[src/sv/sitda_pkg.sv]
// types and constants for the signed integer to decimal ascii converter
// no dependencies
package sitda_pkg;

  localparam int unsigned MAX_WIDTH_DEF = 32;
  localparam int unsigned VAL_W         = 32;
  localparam int unsigned DATA_W        = 32;
  localparam int unsigned CFG_AW        = 3;
  localparam int unsigned MINW_W        = 6;
  localparam int unsigned CHAR_W        = 8;
  localparam int unsigned NUM_DIGITS    = 10;
  localparam int unsigned DIG_W         = 4;
  localparam int unsigned NDIG_W        = 4;
  localparam int unsigned QUEUE_DEPTH   = 2;

  localparam logic [CHAR_W-1:0] CH_ZERO  = 8'h30;
  localparam logic [CHAR_W-1:0] CH_NINE  = 8'h39;
  localparam logic [CHAR_W-1:0] CH_MINUS = 8'h2D;
  localparam logic [CHAR_W-1:0] CH_FILL  = 8'h5F;

  // floor(n / 10) = (n * RECIP10) >> RECIP_SHIFT for any 32-bit n
  localparam logic [VAL_W-1:0] RECIP10     = 32'hCCCCCCCD;
  localparam int unsigned      RECIP_SHIFT = 35;

  localparam logic [CFG_AW-3:0] REG_MIN_WIDTH = '0;

  typedef struct packed {
    logic                           neg;
    logic [NDIG_W-1:0]              ndig;
    logic [NUM_DIGITS*DIG_W-1:0]    digits;
  } desc_t;

  typedef struct packed {
    logic  push;
    desc_t desc;
  } q_wr_t;

  typedef struct packed {
    logic  empty;
    desc_t desc;
  } q_rd_t;

endpackage

[src/sv/sitda_fifo.sv]
// short descriptor queue between front and back end
// depends on sitda_pkg
module sitda_fifo (
  input  logic             clk_i,
  input  logic             rst_ni,
  input  sitda_pkg::q_wr_t q_wr_i,
  output logic             full_o,
  input  logic             pop_i,
  output sitda_pkg::q_rd_t q_rd_o
);

  localparam int unsigned DEPTH = sitda_pkg::QUEUE_DEPTH;
  localparam int unsigned PTR_W = (DEPTH > 1) ? $clog2(DEPTH) : 1;

  sitda_pkg::desc_t   mem_q [DEPTH];
  logic [PTR_W-1:0]   wr_ptr_q, rd_ptr_q;
  logic [PTR_W:0]     count_q;
  logic               do_wr, do_rd;

  assign full_o = (count_q == (PTR_W+1)'(DEPTH));
  assign do_wr  = q_wr_i.push && !full_o;
  assign do_rd  = pop_i && (count_q != '0);

  always_ff @(posedge clk_i or negedge rst_ni) begin
    if (!rst_ni) begin
      wr_ptr_q <= '0;
      rd_ptr_q <= '0;
      count_q  <= '0;
    end else begin
      if (do_wr) begin
        wr_ptr_q <= (wr_ptr_q == PTR_W'(DEPTH - 1)) ? '0 : wr_ptr_q + 1'b1;
      end
      if (do_rd) begin
        rd_ptr_q <= (rd_ptr_q == PTR_W'(DEPTH - 1)) ? '0 : rd_ptr_q + 1'b1;
      end
      if (do_wr && !do_rd) begin
        count_q <= count_q + 1'b1;
      end else if (do_rd && !do_wr) begin
        count_q <= count_q - 1'b1;
      end
    end
  end

  always_ff @(posedge clk_i) begin
    if (do_wr) begin
      mem_q[wr_ptr_q] <= q_wr_i.desc;
    end
  end

  assign q_rd_o.empty = (count_q == '0);
  assign q_rd_o.desc  = mem_q[rd_ptr_q];

endmodule

[config.mk]
export PLATFORM = sky130hd
export DESIGN_NAME = sitda_fifo
export DESIGN_NICKNAME = d
export VERILOG_FILES = /design/src/sv/sitda_pkg.sv /design/src/sv/sitda_fifo.sv
export SDC_FILE = /design/constraint.sdc
export NUM_CORES = 1
export LEC_CHECK = 0
export BUFFER_PORTS_ARGS = -buffer_cell sky130_fd_sc_hd__buf_2
export CAP_MARGIN = 20
export CORE_ASPECT_RATIO = 1.5
export CORE_MARGIN = 3
export CORE_UTILIZATION = 52
export DETAILED_ROUTE_END_ITERATION = 16
export PLACE_DENSITY = 0.88
export SETUP_SLACK_MARGIN = 0.1
export SKIP_LAST_GASP = 1
export SYNTH_ARGS = -nofsm -noshare
export SYNTH_HDL_FRONTEND = slang
export SYNTH_SLANG_ARGS = --single-unit
[constraint.sdc]
create_clock -name clk_i -period 4.05 [get_ports clk_i]
set_input_delay 0.405 -clock clk_i [delete_from_list [all_inputs] [get_ports clk_i]]
set_output_delay 0.405 -clock clk_i [all_outputs]
set_load 0.1 [all_outputs]
==> run summary <==
For this block, the routed nets add up to 5743 um of wire. Grouping stages by cell kind, the critical path spends the most delay in buffers and inverters. The area of the multi-input gates is 750.7 um^2. The post-CTS clock slew at the launch and capture registers of the worst setup and hold paths came out at around 90 ps.

Traced cell by cell, the critical path runs through buf_4 > mux2_2 > buf_2. The post-detailed-placement half-perimeter wirelength is 3979 um. Across the routed clock network, the largest skew measured is 6.715 ps.

The internal reg-to-reg setup slack came out at between 2000 and 2500 ps. The number of max-cap violations came out at 0. The DRC violation count after routing came out at 0. The CTS tree is yes.

The number of cells on the critical path came out at 3. The number of endpoints with negative hold slack in the final report is 0. The number of antenna diodes in the final layout is 0.

The overall fraction of global-route tracks in use came out at 15.55%. The count of standard-cell rows came out at 36. After global routing the overflow that remains totals 0. The die outline height is 108.5 um. The H-tree level count came out at 3.

The buffer and inverter count on the worst path is 2. Buffers inserted during clock tree synthesis total 9. At the pin with the least slew margin, the transition time is about 1000 ps. The clock latency on the worst-skew pair is 350 ps. In this run the remaining antenna-violating nets after routing total 0. Buffers added to address setup during post-CTS repair amount to 0.

The run finished with clean final reports. Leaving out fill and tap cells, the most frequent cell in the layout is buf_2. Entering global routing, the biggest net connects 46 pins.

The root buffer selected by CTS is clkbuf_8. In this run the worst path has a maximum fanout of 21. For the finished layout, the period the worst path requires is 2403 ps. The die outline area came out at 8068 um^2. In the routed layout, each cell is associated on average with a via count of 5.009. The final estimated routing congestion in global placement is 0.7208. Counting instances, the worst hold path has a depth of 1. The final-layout fill cell count came out at about 460.

The layout-stage area growth over the synthesis result is 19.51%. The initial antenna violation count came out at 0. OpenSTA, run right after detailed placement, puts the worst setup slack at 2004 ps. The number of max-slew violations in the final report is 0. The data required time of the critical path came out at between 3000 and 4000 ps. The maximum clock rate is 416.2 MHz. Of the cells placed in the final design, the portion with a size suffix greater than 1 is 60.22%.

The final sum of negative setup slack came out at 0 ps. Summed over all instances, the cell type with the most area after synthesis is edfxtp_1. Setup repair after global routing left no endpoint under its margin. Setup violations remaining at the end of the flow were counted as 0. The cell count of the worst reg-to-reg path is 4.

The worst hold path belongs to the class input port to flip-flop. The number of synthesis warnings came out at 0. The routed wirelength normalized by instance count is between 15 and 20 um. The slowest stage of the critical path belongs to the cell dfrtp_2. The floorplan step set the die width to 74.35 um. The number of detailed-routing iterations run before antenna repair came out at 4. The starting utilization of the core area came out at 54.65%. The count of vias placed by the detailed router came out at 1,728. The area share of the largest cell type after synthesis came out at 74.18%.

The period utilization came out at 59.32%. The share of the yosys chip area belonging to registers came out at 76.92%. The arrival time of the worst setup path is 2000 ps. The number of global-route vias before repair is 1,837. The kind of launch point of the worst setup path is a flip-flop. The number of distinct library cells after synthesis came out at 15. The total area of sequential cells is 2804 um^2. The number of nets in the finished design is between 300 and 400.

The clock sink count is 94. The global-route wire length before repair came out at 8887 um. A synthesized cell averages 22.92 um^2. The quantity of I/O buffers inserted on ports is 95. The synthesized instance count came out at 159. The endpoint class of the critical path is a primary output.

After synthesis the netlist holds a flip-flop and latch count of 94. The maximum clock path buffer count is 2. In this run, the number of DRC markers left after iteration 0 of detailed routing was a little under 70. The worst-case headroom to the max-slew limit came out at 30.53%. The final worst slack is approximately 1600 ps.

The synthesized net count is 209. On the worst path, the slowest cell contributes a delay of 560 ps. The netlist area before placement is 3643 um^2.

The library cells used most frequently in the layout, excluding fill and tap cells, are buf_2 (95), edfxtp_1 (90), mux2_4 (39). The core box area is approximately 6700 um^2. The type of the worst setup path is flip-flop to primary output. Ranked by total cell area, the synthesized netlist is headed by edfxtp_1 (74%), mux2_4 (16%), dfrtp_1 (2.7%). 96 I/O pins were placed.
[cells by family (layout without fill, tap and decap cells)]
kind of cell             Yosys count  count (layout)  share of synthesized area (%)
adder cells (fa/ha/maj)            1               1                         0.3434
AND/OR/NAND/NOR                    6               6                         0.7556
buffers and inverters              7             117                          2.713
XOR/XNOR                           5               5                          1.202
multiplexers                      45              45                          17.93
flip-flops                        94              94                          76.92
AO/OA/AOI/OAI                      1               1                         0.1372
[state kept, by name, indices dropped and copies added, names as in the netlist]
signal and cells:
wr_ptr_q 1, count_q 2, rd_ptr_q 1, mem_q 90
[final timing paths]
kind | startpoint | end
setup reg to reg | count_q[0] | mem_q[0][5]
max in group asynchronous | rst_ni | rd_ptr_q
setup / recovery | rd_ptr_q | q_rd_o[23]
hold / removal | q_wr_i[40] | mem_q[1][40]
hold reg to reg | count_q[1] | count_q[1]
min in group asynchronous | rst_ni | wr_ptr_q
[synth_stat cells]
library cell,instances
dfrtp_1,4
mux2_2,6
mux2_4,39
nor2_1,3
xnor2_1,3
nand2_1,1
buf_6,1
edfxtp_1,90
ha_1,1
xor2_1,2
nand2b_1,1
o21ai_1,1
inv_1,2
buf_12,4
and3_1,1
[stage by stage]
step | hold WS [ps] | instance area [um^2] | utilization (%) | instances
finish | 233.8 | 4354 | 65.32 | 345
global route | 204.7 | 4354 | 65.32 | 345
CTS | 211.5 | 4354 | 65.32 | 345
detailed placement | 221.9 | 4155 | 62.33 | 328
global placement | 221.5 | 4155 | 62.33 | 328
floorplan | 109.4 | 3643 | - | 159
[area by class of cell]
type / count / area share (%)
Inverter: 2 / 0.1724
Clock buffer: 10 / 3.161
Sequential cell: 94 / 64.40
Multi-Input combinational cell: 58 / 17.24
Tap cell: 76 / 2.184
Timing Repair Buffer: 99 / 11.67
Clock inverter: 6 / 1.178
[per-layer routing]
metal	track usage (%)	share of wire, %
met1	17.40	38
met2	25.95	52
met3	6.884	7.6
met4	5.725	1.7
met5	0	0
[repair_timing]
action / in CTS / in global routing
endpoints found under the hold margin: 4 / 0
gates resized for setup: 0 / 0
hold buffers: 1 / 0
Power is left out: the tool's default activity adds up to more than one toggle a clock period on the data nets, which glitch-free logic cannot reach.
