===== config.mk =====
export PLATFORM = sky130hd
export DESIGN_NAME = sitda_back
export DESIGN_NICKNAME = d
export VERILOG_FILES = /design/src/sv/sitda_pkg.sv /design/src/sv/sitda_back.sv
export SDC_FILE = /design/constraint.sdc
export NUM_CORES = 1
export LEC_CHECK = 0
export BUFFER_PORTS_ARGS = -buffer_cell sky130_fd_sc_hd__buf_2
export CAP_MARGIN = 10
export CORE_MARGIN = 10
export CORE_UTILIZATION = 50
export DETAILED_ROUTE_END_ITERATION = 16
export GPL_TIMING_DRIVEN = 1
export PLACE_DENSITY = 0.75
export SYNTH_ARGS = -nofsm -noshare
export SYNTH_HDL_FRONTEND = slang
export SYNTH_SLANG_ARGS = --single-unit

===== constraint.sdc =====
create_clock -name clk_i -period 8 [get_ports clk_i]
set_clock_uncertainty 0.1 [all_clocks]
set_input_delay 0.4 -clock clk_i [delete_from_list [all_inputs] [get_ports clk_i]]
set_output_delay 0.4 -clock clk_i [all_outputs]
set_load 0.02 [all_outputs]

===== src/sv/sitda_pkg.sv =====
// types and constants for the signed integer to decimal ascii converter
// no dependencies
package sitda_pkg;

  localparam int unsigned MAX_WIDTH_DEF = 32;
  localparam int unsigned VAL_W         = 32;
  localparam int unsigned DATA_W        = 32;
  localparam int unsigned CFG_AW        = 3;
  localparam int unsigned MINW_W        = 6;
  localparam int unsigned CHAR_W        = 8;
  localparam int unsigned NUM_DIGITS    = 10;
  localparam int unsigned DIG_W         = 4;
  localparam int unsigned NDIG_W        = 4;
  localparam int unsigned QUEUE_DEPTH   = 2;

  localparam logic [CHAR_W-1:0] CH_ZERO  = 8'h30;
  localparam logic [CHAR_W-1:0] CH_NINE  = 8'h39;
  localparam logic [CHAR_W-1:0] CH_MINUS = 8'h2D;
  localparam logic [CHAR_W-1:0] CH_FILL  = 8'h5F;

  // floor(n / 10) = (n * RECIP10) >> RECIP_SHIFT for any 32-bit n
  localparam logic [VAL_W-1:0] RECIP10     = 32'hCCCCCCCD;
  localparam int unsigned      RECIP_SHIFT = 35;

  localparam logic [CFG_AW-3:0] REG_MIN_WIDTH = '0;

  typedef struct packed {
    logic                           neg;
    logic [NDIG_W-1:0]              ndig;
    logic [NUM_DIGITS*DIG_W-1:0]    digits;
  } desc_t;

  typedef struct packed {
    logic  push;
    desc_t desc;
  } q_wr_t;

  typedef struct packed {
    logic  empty;
    desc_t desc;
  } q_rd_t;

endpackage


===== src/sv/sitda_back.sv =====
// back end: emits fill, sign and digits one character per cycle while results are popped
// depends on sitda_pkg
module sitda_back #(
  parameter int unsigned MAX_WIDTH = sitda_pkg::MAX_WIDTH_DEF
) (
  input  logic                                clk_i,
  input  logic                                rst_ni,
  input  logic [sitda_pkg::MINW_W-1:0]        min_width_i,
  input  sitda_pkg::q_rd_t                    q_rd_i,
  output logic                                q_pop_o,
  input  logic                                pop,
  output logic                                empty,
  output logic [sitda_pkg::CHAR_W-1:0]        out_char_o,
  output logic                                last_o
);

  localparam int unsigned WCW = $clog2(MAX_WIDTH + 1);
  localparam int unsigned CW  = (WCW > sitda_pkg::MINW_W) ? WCW : sitda_pkg::MINW_W;
  localparam int unsigned DW  = sitda_pkg::DIG_W;

  logic                                  active_q;
  logic [WCW-1:0]                        fill_q;
  logic                                  sign_q;
  logic [sitda_pkg::NDIG_W-1:0]          idx_q;
  logic [sitda_pkg::NUM_DIGITS*DW-1:0]   digits_q;
  logic                                  ovalid_q;
  logic [sitda_pkg::CHAR_W-1:0]          ochar_q;
  logic                                  olast_q;

  logic                                  adv, load, emit, emit_last;
  logic [WCW-1:0]                        textlen, sat_w, fill_n;
  logic [DW-1:0]                         cur_dig;
  logic [sitda_pkg::CHAR_W-1:0]          next_char;

  assign adv     = !ovalid_q || pop;
  assign load    = !active_q && !q_rd_i.empty;
  assign emit    = active_q && adv;
  assign q_pop_o = load;

  assign textlen = WCW'(q_rd_i.desc.ndig) + WCW'(q_rd_i.desc.neg);
  assign sat_w   = (CW'(min_width_i) > CW'(MAX_WIDTH)) ? WCW'(MAX_WIDTH) : WCW'(min_width_i);
  assign fill_n  = (sat_w > textlen) ? (sat_w - textlen) : '0;

  assign cur_dig   = digits_q[idx_q*DW +: DW];
  assign emit_last = (fill_q == '0) && !sign_q && (idx_q == '0);

  always_comb begin
    if (fill_q != '0) begin
      next_char = sitda_pkg::CH_FILL;
    end else if (sign_q) begin
      next_char = sitda_pkg::CH_MINUS;
    end else begin
      next_char = sitda_pkg::CH_ZERO + sitda_pkg::CHAR_W'(cur_dig);
    end
  end

  always_ff @(posedge clk_i or negedge rst_ni) begin
    if (!rst_ni) begin
      active_q <= 1'b0;
      ovalid_q <= 1'b0;
      fill_q   <= '0;
      sign_q   <= 1'b0;
      idx_q    <= '0;
    end else begin
      if (adv) begin
        ovalid_q <= active_q;
      end
      if (load) begin
        active_q <= 1'b1;
        fill_q   <= fill_n;
        sign_q   <= q_rd_i.desc.neg;
        idx_q    <= q_rd_i.desc.ndig - 1'b1;
      end else if (emit) begin
        if (fill_q != '0) begin
          fill_q <= fill_q - 1'b1;
        end else if (sign_q) begin
          sign_q <= 1'b0;
        end else if (emit_last) begin
          active_q <= 1'b0;
        end else begin
          idx_q <= idx_q - 1'b1;
        end
      end
    end
  end

  always_ff @(posedge clk_i) begin
    if (load) begin
      digits_q <= q_rd_i.desc.digits;
    end
    if (emit) begin
      ochar_q <= next_char;
      olast_q <= emit_last;
    end
  end

  assign empty      = !ovalid_q;
  assign out_char_o = ochar_q;
  assign last_o     = olast_q;

endmodule


==> flow_metrics.py <==
metrics = {
    "power": {
        "max-vdd-ir-drop_mv": 0.132,
        "p_leak_nw": 1.37,
        "p_per_area_nw_per_um2": 270,
        "power_uw": 947,
    },
    "finish": {
        "area_growth_pct": 18.5,
        "drive_above_1_share_pct": 34.4,
        "final_common_cell": "buf_2",
        "utilization_pct": 62.5,
        "n_fill_cell": 446,
        "final_cell_mix": "buf_2 (64), edfxtp_1 (48), dfrtp_1 (13)",
        "nets": 343,
        "n_antenna_cell": 0,
        "regArea_um2": 1770,
        "final_area_um2": 3500,
        "multi_input_area_um2": 1090,
    },
    "clock_network": {
        "cts_resized": 0,
        "cts-root-buf": "clkbuf_8",
        "cts_hold_buf": 1,
        "clkTransAtPathRegs_ps": 70,
        "post_cts_buffers": 0,
        "numCtsBuffers": 9,
        "clock-sinks": 61,
        "insertion_delay_ps": 330,
        "h-tree-depth": 3,
        "clk_path_buf_depth": 2,
        "cts_tree": "yes",
    },
    "synthesis": {
        "syn_nets": 276,
        "netlist_instances": 211,
        "synth-seq-area-share_pct": 59.7,
        "synth_ff_type": "edfxtp_1",
        "ys_warn_count": 0,
        "syn_area_um2": 2960,
        "async_flop_share_pct": 21.3,
        "ys_ff_latch": 61,
        "avgSynthCellArea_um2": 14.0,
        "synth_edf_count": 48,
        "yosysUniqueCellTypes": 51,
    },
    "floorplanning": {
        "ios": 66,
        "initial_utilization_pct": 52.7,
        "core_region_area_um2": 5610,
        "die_height_um": 96.9,
        "rows": 27,
        "die_w_um": 96.9,
        "die_area_um2": 9390,
    },
    "worst_hold_path": {
        "hold_path.startpoint": "q_rd_i[1]",
        "hold_path_class": "input port to flop",
        "hold_end": "digits_q[1]",
        "worstHoldPathCells": 1,
    },
    "timing": {
        "fin_crit_sh_pct": 40.1,
        "period_minus_slack_ps": 3210,
        "max_slew.worst_pin.slew_ps": 908,
        "drv_slew": 0,
        "fin_tns_setup_ps": 0,
        "rsz0062_at_grt": "no",
        "relSlewSlack_pct": 39.5,
        "setup_viol": 0,
        "hold_violations": 0,
        "fmax_ghz": 0.312,
    },
    "critical_path": {
        "required_ps": 8160,
        "crit_chain": "or2_1 > clkinv_2 > mux2i_1 > ha_1 > inv_1 > or4_1 > a31oi_1",
        "r2r_cells": 7,
        "start_kind": "flop",
        "max_stage_delay_ps": 730,
        "critPathMaxFanout": 46,
        "cp_data_arrival_time_ps": 3370,
        "timing.rr.start": "active_q",
        "path_class": "flop to flop",
        "rrSetupSlack_ps": 4790,
        "worstReg2RegEnd": "idx_q[2]",
        "cpMaxStageDelayCell": "clkinv_2",
        "endpoint_kind": "flop",
    },
    "grt": {
        "gr-total-overflow": 0,
        "grt_pass1_vias": 1947,
        "grt.total_usage_pct": 12.9,
        "grt_pass1_wl_mm": 9.67,
        "antenna_found_initial": 0,
        "grt_max_degree": 47,
    },
    "placement": {
        "dp.final_hpwl_mm": 4.49,
        "gp_congestion": 0.868,
        "placed_cell_area_um2": 3320,
        "io_buffers": 64,
    },
    "run": {
        "cap_violations": 0,
    },
    "drt": {
        "wl_per_cell_um": 16.7,
        "ant_nets": 0,
        "drc_errors": 0,
        "routed_via_density": 5.46,
        "drt_iter0_drc": 129,
        "first_pass_iters": 4,
        "finalWirelength_mm": 5.91,
        "vias": 1932,
    },
    "outcome": {
        "status": "completed",
    },
}
==> per-stage QoR <==
step	hold WS, ps	std cells	worst slack, ps
after floorplan	4.41	211	5390
after global placement	203	338	4900
after detailed placement	202	338	4770
after CTS	121	354	4780
after global routing	114	354	4590
final	136	354	4790
==> cells by family after synthesis <==
group,Yosys count,share of synthesized area [%]
AOI/OAI and AO/OA,31,8.25
xor gates and xnor gates,6,1.78
adders and majority gates,10,4.48
buffers and inverters,21,3.34
DFF,61,59.7
muxes,19,9.81
other,1,0.127
and+or+nand+nor,62,12.5
==> critical path: cells and delay by family, from the launching register on <==
family	cells	cell delay, ps
AOI/OAI and AO/OA	1	170
DFF	1	500
muxes	1	360
buffers and inverters	2	780
adders and majority gates	1	210
and+or+nand+nor	2	980
==> area by class of cell <==
cell class / count / area share [%]
Clock inverter: 6 / 1.57
Inverter: 12 / 1.32
Sequential cell: 61 / 50.4
Clock buffer: 9 / 3.53
Multi-Input combinational cell: 129 / 31.2
Tap cell: 72 / 2.57
Timing Repair Buffer: 65 / 9.43
==> routing by layer <==
layer / vias up / global-route usage [%] / routed length (um) / share of wire (%)
met5: - / 0 / 0 / 0
met2: 69 / 17.7 / 2680 / 45
met1: 909 / 16.6 / 2690 / 45
met4: 0 / 7.78 / 114 / 1.9
li1: 945 / - / - / -
met3: 9 / 5.11 / 428 / 7.2
==> flip-flops by register name, summed over array words and instances, names as in the netlist <==
register and flops:
idx_q 4, active_q 1, out_char_o 7, fill_q 6, ovalid_q 1, sign_q 1, last_o 1, digits_q 40
==> cell usage after synthesis, types with 2 or more instances <==
| cell | count | area share (%) |
|---|---|---|
| mux4_2 | 8 | 6.1 |
| xnor2_1 | 3 | 0.89 |
| o211ai_1 | 4 | 1.0 |
| clkbuf_1 | 3 | 0.38 |
| nand3b_1 | 2 | 0.51 |
| ha_1 | 9 | 3.8 |
| o221ai_1 | 5 | 1.5 |
| buf_4 | 2 | 0.51 |
| a32oi_1 | 2 | 0.59 |
| nor3_1 | 2 | 0.34 |
| inv_1 | 10 | 1.3 |
| nand2b_1 | 5 | 1.1 |
| o21ai_0 | 5 | 0.85 |
| nor2_1 | 11 | 1.4 |
| nor2b_1 | 4 | 0.85 |
| nand4_1 | 2 | 0.42 |
| edfxtp_1 | 48 | 49 |
| buf_2 | 3 | 0.51 |
| nand2_1 | 11 | 1.4 |
| a211o_1 | 2 | 0.59 |
| xor2_1 | 3 | 0.89 |
| nand3_1 | 7 | 1.2 |
| dfrtp_1 | 13 | 11 |
| a21oi_1 | 6 | 1.0 |
| mux2i_1 | 11 | 3.7 |
| or3_1 | 4 | 0.85 |
| nor4_1 | 2 | 0.42 |
==> how the worst max path moves through the flow <==
stage	startpoint	to	slack (ps)	depth (start not counted)
after floorplan	active_q	idx_q[2]	5390	8
after global placement	active_q	idx_q[2]	4900	7
after detailed placement	active_q	idx_q[2]	4770	7
after CTS	active_q	idx_q[2]	4780	7
after global routing	active_q	idx_q[2]	4590	7
final	active_q	idx_q[2]	4790	7
==> power by group <==
| part | internal, mW | switching [mW] |
|---|---|---|
| clock | 0.139 | 0.113 |
| sequential | 0.381 | 0.0753 |
| combinational | 0.129 | 0.110 |
Power figures use the tool's default switching activity.
